### src/assert_macros.svh
// ----------------------------------------------------------------------------
// Assertion macros shared by the lagged correlation RTL
// Each macro expands to one labeled concurrent assertion on clk / arst_n.
// ----------------------------------------------------------------------------
`ifndef ASSERT_MACROS_SVH
`define ASSERT_MACROS_SVH

// Property that must hold at every clock edge outside reset
`define LPC_ASSERT(name, prop, msg) \
	name: assert property (@(posedge clk) disable iff (!arst_n) (prop)) else $error(msg);

// Antecedent in one cycle implies consequent in the same cycle
`define LPC_ASSERT_IMPL(name, ante, cons, msg) \
	name: assert property (@(posedge clk) disable iff (!arst_n) (ante) |-> (cons)) \
		else $error(msg);

`endif

### src/lpc_pkg.sv
`timescale 1ns / 1ps
// ----------------------------------------------------------------------------
// lpc_pkg
// Shared constants, codes and interface types of the lagged correlation block.
// ----------------------------------------------------------------------------
package lpc_pkg;

	localparam int MAX_LAG_DEF = 64;
	localparam int MAX_SAMPLES = 65536;
	localparam int IDX_W       = 17;
	localparam int WORD_W      = 64;
	localparam int HALF_W      = 32;
	localparam int PROD_W      = 128;
	localparam int TQ_W        = 33;
	localparam int QV_W        = 15;
	localparam int DIV_STEPS   = 32;

	// status codes
	localparam logic [1:0] ST_OK       = 2'd0;
	localparam logic [1:0] ST_ZERO_VAR = 2'd1;
	localparam logic [1:0] ST_NO_PAIRS = 2'd2;
	localparam logic [1:0] ST_OVERFLOW = 2'd3;

	// operand selection for the shared multiplier, issued in this order
	typedef enum logic [2:0] {
		MS_MXX  = 3'd0,
		MS_SXSX = 3'd1,
		MS_MYY  = 3'd2,
		MS_SYSY = 3'd3,
		MS_MXY  = 3'd4,
		MS_SXSY = 3'd5,
		MS_VXVY = 3'd6,
		MS_CC   = 3'd7
	} mul_sel_t;

	typedef enum logic [2:0] {
		OP_NONE      = 3'd0,
		OP_MUL       = 3'd1,
		OP_DIV_INIT  = 3'd2,
		OP_DIV_STEP  = 3'd3,
		OP_ROOT_STEP = 3'd4,
		OP_OUT       = 3'd5
	} dp_op_t;

	typedef struct packed {
		dp_op_t   op;
		mul_sel_t sel;
		logic [3:0] bit_idx;
	} dp_cmd_t;

	typedef struct packed {
		logic mul_done;
		logic sums_done;
		logic no_pairs;
		logic zero_var;
		logic out_free;
	} dp_stat_t;

	typedef struct packed {
		logic signed [32:0] sum_x;
		logic signed [32:0] sum_y;
		logic [46:0]        sum_xx;
		logic [46:0]        sum_yy;
		logic signed [47:0] sum_xy;
		logic [IDX_W-1:0]   pair_count;
		logic               overflow;
	} acc_sums_t;

endpackage

### src/lpc_ctrl.sv
`timescale 1ns / 1ps
// ----------------------------------------------------------------------------
// lpc_ctrl
// Sequencer: accumulate, drain, product chain, divide, root search, output.
// ----------------------------------------------------------------------------
module lpc_ctrl import lpc_pkg::*; (
	input  logic     clk,
	input  logic     arst_n,
	input  logic     in_valid,
	input  logic     last,
	output logic     in_stall,
	input  dp_stat_t stat,
	output dp_cmd_t  cmd
);

	typedef enum logic [7:0] {
		S_ACCUM = 8'b0000_0001,
		S_DRAIN = 8'b0000_0010,
		S_MUL   = 8'b0000_0100,
		S_MWAIT = 8'b0000_1000,
		S_DIVI  = 8'b0001_0000,
		S_DIV   = 8'b0010_0000,
		S_ROOT  = 8'b0100_0000,
		S_OUT   = 8'b1000_0000
	} state_t;

	state_t     state_q, state_d;
	mul_sel_t   sel_q, sel_d;
	logic [4:0] cnt_q, cnt_d;

	// next state and command
	always_comb begin
		state_d     = state_q;
		sel_d       = sel_q;
		cnt_d       = cnt_q;
		cmd.op      = OP_NONE;
		cmd.sel     = sel_q;
		cmd.bit_idx = cnt_q[3:0];
		case (state_q)
			S_ACCUM: begin
				if (in_valid && last)
					state_d = S_DRAIN;
			end
			S_DRAIN: begin
				if (stat.sums_done) begin
					sel_d   = MS_MXX;
					state_d = S_MUL;
				end
			end
			S_MUL: begin
				// variances known once the squares are done
				if (sel_q == MS_MXY && (stat.no_pairs || stat.zero_var)) begin
					state_d = S_OUT;
				end else begin
					cmd.op  = OP_MUL;
					state_d = S_MWAIT;
				end
			end
			S_MWAIT: begin
				if (stat.mul_done) begin
					if (sel_q == MS_CC) begin
						state_d = S_DIVI;
					end else begin
						sel_d   = mul_sel_t'(3'(sel_q) + 3'd1);
						state_d = S_MUL;
					end
				end
			end
			S_DIVI: begin
				cmd.op  = OP_DIV_INIT;
				cnt_d   = '0;
				state_d = S_DIV;
			end
			S_DIV: begin
				cmd.op = OP_DIV_STEP;
				if (cnt_q == 5'(DIV_STEPS - 1)) begin
					cnt_d   = 5'(QV_W - 1);
					state_d = S_ROOT;
				end else begin
					cnt_d = cnt_q + 5'd1;
				end
			end
			S_ROOT: begin
				cmd.op = OP_ROOT_STEP;
				if (cnt_q == '0)
					state_d = S_OUT;
				else
					cnt_d = cnt_q - 5'd1;
			end
			S_OUT: begin
				if (stat.out_free) begin
					cmd.op  = OP_OUT;
					state_d = S_ACCUM;
				end
			end
			default: state_d = S_ACCUM;
		endcase
	end

	always_ff @(posedge clk or negedge arst_n) begin
		if (!arst_n) begin
			state_q <= S_ACCUM;
			sel_q   <= MS_MXX;
			cnt_q   <= '0;
		end else begin
			state_q <= state_d;
			sel_q   <= sel_d;
			cnt_q   <= cnt_d;
		end
	end

	assign in_stall = (state_q != S_ACCUM);

endmodule

### config.mk
export PLATFORM = sky130hd
export DESIGN_NAME = lpc_ctrl
export DESIGN_NICKNAME = d
export VERILOG_FILES = /design/src/assert_macros.svh /design/src/lpc_pkg.sv /design/src/lpc_ctrl.sv
export SDC_FILE = /design/constraint.sdc
export NUM_CORES = 1
export LEC_CHECK = 0
export ABC_AREA = 1
export BUFFER_PORTS_ARGS = -buffer_cell sky130_fd_sc_hd__buf_2
export CORE_MARGIN = 2
export CORE_UTILIZATION = 50
export DETAILED_ROUTE_END_ITERATION = 8
export HOLD_SLACK_MARGIN = 0.12
export PLACE_DENSITY = 0.72
export SYNTH_ARGS = -nofsm -noshare
export SYNTH_HDL_FRONTEND = slang
export SYNTH_SLANG_ARGS = --single-unit
### constraint.sdc
create_clock -name clk -period 3.9 [get_ports clk]
set_input_delay 0 -clock clk [delete_from_list [all_inputs] [get_ports clk]]
set_output_delay 0 -clock clk [all_outputs]
set_load 0.005 [all_outputs]
==> Flow_metrics.wiki <==
{| class="wikitable"
! Metric !! Value
|-
| Syn Inst Count || 179
|-
| Post-route DRC || 0
|-
| Mean routed wirelength per cell || 11.5 um
|-
| Largest stage delay on the critical path || 0.44 ns
|-
| Maximum level of the CTS H-tree || 1
|-
| Overall Power || 0.000550 W
|-
| Number of diodes || 0
|-
| Num Clock Sinks || 16
|-
| Effective utilization at floorplan || approximately 52%
|-
| Worst supply voltage drop on vdd || between 0.3 and 0.4 mV
|-
| CORE AREA || 0.00245 sq mm
|-
| Number of I/O port buffers || 19
|-
| Achievable frequency || 605 MHz
|-
| Number of storage elements in the synthesis netlist || 16
|-
| Final setup vio count || 0
|-
| Boundary Pins || 20
|-
| Leakage power figure || 0.868 nW
|-
| Final critical path time including I/O delays and setup || 1.65 ns
|-
| Final weighted congestion of routability-driven global placement || 0.838
|-
| Critical Path RT || a little under 4 ns
|-
| Number of distinct standard cells referenced by the synthesized netlist || 24
|-
| Core Rows || 18
|-
| Classification of the worst setup path || flop to primary output
|-
| Worst Max-Slew Pin Slew || 0.353 ns
|-
| Antenna violations before repair || 0
|-
| Post-CTS repair timing setup buffer count || 0
|-
| Critical Path Source Type || flop
|-
| Ys async rst share || 100%
|-
| Detailed-route via count || approximately 1200
|-
| Max-cap viol count || 0
|-
| Slew Limit Fails || 0
|-
| Synth Area per Inst || 7.20 sq um
|-
| Die H || around 55 um
|-
| Sequential share of the synthesized area || a little under a third
|-
| Dominant register cell in the synthesized netlist || sky130_fd_sc_hd__dfrtp_1
|-
| Maximum buffer depth of the clock tree || 2
|-
| Largest driver fanout on the critical path || 6
|-
| Share of final-layout standard cells stronger than drive strength 1 || a little under a quarter
|-
| Number of enable-type register cells in the synthesized netlist || 0
|-
| Combined flip-flop and latch cell area || 402 sq um
|-
| Unrepaired setup endpoints after global routing || false
|-
| Cell with the largest stage delay on the worst path || sky130_fd_sc_hd__dfrtp_1
|-
| Vias per cell || 5.01
|-
| Critical path origin || state_q[7]$_DFFE_PN0P_
|-
| Final period util || 42.4%
|-
| Signal arrival time at the worst endpoint || 1.65 ns
|-
| Number of iterations in the first detailed-routing pass || 4
|-
| Register-to-Register Path Depth || 10
|-
| # fillers || 238
|-
| Starting DRT DRC Count || 32
|-
| Post-Synthesis Net Count || 195
|-
| Number of global-route vias before repair || between 1000 and 1500
|-
| Post-detailed-placement half-perimeter wirelength || 2.17 mm
|-
| Area of the multi-input gates || ~740 sq um
|-
| Kind of cell with the highest combined delay on the critical path || simple AND/OR/NAND/NOR gates
|-
| Post-route ant nets || 0
|-
| Worst slack at placement || 2.33 ns
|-
| Power Density || 373 mW/mm^2
|-
| Later-pin clock latency in the skew report || 0.29 ns
|-
| Wire length of the first global-routing pass || between 4 and 5 mm
|-
| Clock transition at the registers of the reported paths || 0.09 ns
|-
| Worst path cell trace || nor2_4 -> nand2_4 -> nor2_1 -> o21ai_0 -> nand3_1 -> buf_2
|-
| Root buf cell || sky130_fd_sc_hd__clkbuf_4
|-
| Overall global routing resource usage || 21.0%
|-
| Area of the die || about 0.0030 sq mm
|-
| Number of hold buffers added after CTS || 6
|-
| Signed area change from the synthesized netlist to the final layout || 14.3%
|-
| Total of warnings raised by yosys || 0
|-
| Mapped Area || around 0.0013 sq mm
|-
| Hold crit path type || primary input to asynchronous set/reset pin
|-
| Maximum number of pins on one net before global-route repair || 17
|-
| Final Hold Viols || 0
|-
| Final #Nets || 220
|-
| Sort of element at the end of the critical path || primary output
|-
| Buffering stage count on the worst path with inverters included || 1
|-
| Post-Route WL || 2.68 mm
|-
| Number of buffers created by CTS || 3
|-
| Result of the run || finished, final reports clean
|-
| Final global-route overflow total || 0
|-
| Post-route setup TNS || 0 ns
|-
| Final setup skew || 0.00490 ns
|-
| Overall die width || 54.8 um
|-
| Reg-to-reg startpoint || cnt_q[0]$_DFFE_PN0P_
|-
| Count of cells resized by post-cts repair || 0
|-
| Reg-to-reg critical path endpoint || cnt_q[3]$_DFFE_PN0P_
|-
| Final worst setup slack || 2.25 ns
|-
| Max-slew headroom at the worst pin || 76.5%
|-
| CTS tree || built
|-
| Internal reg-to-reg setup slack || 2.31 ns
|}
[cells in the final DEF, fill, tap and decap left out, drive strengths merged]
master / synthesis / final
nand3b: 1 / 1
inv: 29 / 29
nand3: 16 / 16
o211ai: 1 / 1
dfstp: 1 / 1
a21boi: 1 / 1
dlygate4sd3: 0 / 6
clkbuf: 0 / 4
dfrtp: 15 / 15
xnor2: 1 / 1
buf: 5 / 19
o21ai: 14 / 14
nand2: 58 / 58
ha: 7 / 7
nand4: 1 / 1
nor2: 29 / 29
[sequential cells by signal, indices dropped and copies added (netlist names)]
| name | count |
|---|---|
| cnt_q | 5 |
| state_q | 8 |
| sel_q | 3 |
[report_power, final]
group	internal (W)	total (W)	switching [W]
sequential	0.000190	0.000211	0.0000216
combinational	0.0000879	0.000247	0.000159
clock	0.0000398	0.0000917	0.0000519
[worst max path at each step]
stage | to | slack, ns | cells after the start
6_report | cmd[7] | 2.25 | 6
5_1_grt | cmd[7] | 2.11 | 6
4_1_cts | cmd[7] | 2.25 | 6
3_5_place_dp | cnt_q[3]$_DFFE_PN0P_ | 2.33 | 10
3_3_place_gp | cnt_q[3]$_DFFE_PN0P_ | 2.42 | 10
2_1_floorplan | cnt_q[3]$_DFFE_PN0P_ | 2.46 | 10
[synthesized netlist by cell type, types with 2 or more instances]
library cell | number | area [sq um]
sky130_fd_sc_hd__inv_1 | 25 | 93.8
sky130_fd_sc_hd__nand3_1 | 16 | 80.1
sky130_fd_sc_hd__inv_4 | 2 | 12.5
sky130_fd_sc_hd__nand2_2 | 2 | 12.5
sky130_fd_sc_hd__nor2_2 | 2 | 12.5
sky130_fd_sc_hd__nor2_4 | 5 | 56.3
sky130_fd_sc_hd__buf_4 | 4 | 30.0
sky130_fd_sc_hd__nand2_4 | 8 | 90.1
sky130_fd_sc_hd__o21ai_1 | 6 | 30.0
sky130_fd_sc_hd__nor2_1 | 21 | 78.8
sky130_fd_sc_hd__nand2_1 | 48 | 180
sky130_fd_sc_hd__inv_2 | 2 | 7.51
sky130_fd_sc_hd__ha_1 | 7 | 87.6
sky130_fd_sc_hd__dfrtp_1 | 15 | 375
sky130_fd_sc_hd__o21ai_0 | 7 | 35.0
[layout make-up]
| type | instances | area share, % |
|---|---|---|
| tap | 30 | 2.55 |
| timing repair buffer | 25 | 10.5 |
| multi-input combinational | 129 | 50.1 |
| sequential | 16 | 27.3 |
| clock buffer | 4 | 1.78 |
| inverter | 29 | 7.73 |
[cell families after synthesis]
kind of cell,after synthesis,share of synthesized area (%)
AND/OR/NAND/NOR,105,42.2
buffers and inverters,34,11.6
AO/OA/AOI/OAI,16,7.57
flip-flops,16,31.2
adder cells (fa/ha/maj),7,6.80
XOR/XNOR,1,0.680
[metrics by stage]
step / hold slack (ns) / instance area [sq um] / utilization, % / instances
4_1_cts: 0.156 / 1470 / 60.0 / 233
6_report: 0.140 / 1470 / 60.0 / 233
3_5_place_dp: -0.0691 / 1390 / 56.5 / 223
3_3_place_gp: -0.0675 / 1390 / 56.5 / 223
2_1_floorplan: -0.296 / 1290 / - / 179
5_1_grt: 0.181 / 1470 / 60.0 / 233
[routing by layer]
layer	vias to the layer above	wire length, um	GRT usage (%)
li1	598	-	-
met3	5	82	1.91
met1	539	1230	27.2
met5	-	0	0
met2	25	1320	35.7
met4	0	44	8.33
Note: power is estimated with default switching activity, not from simulation.
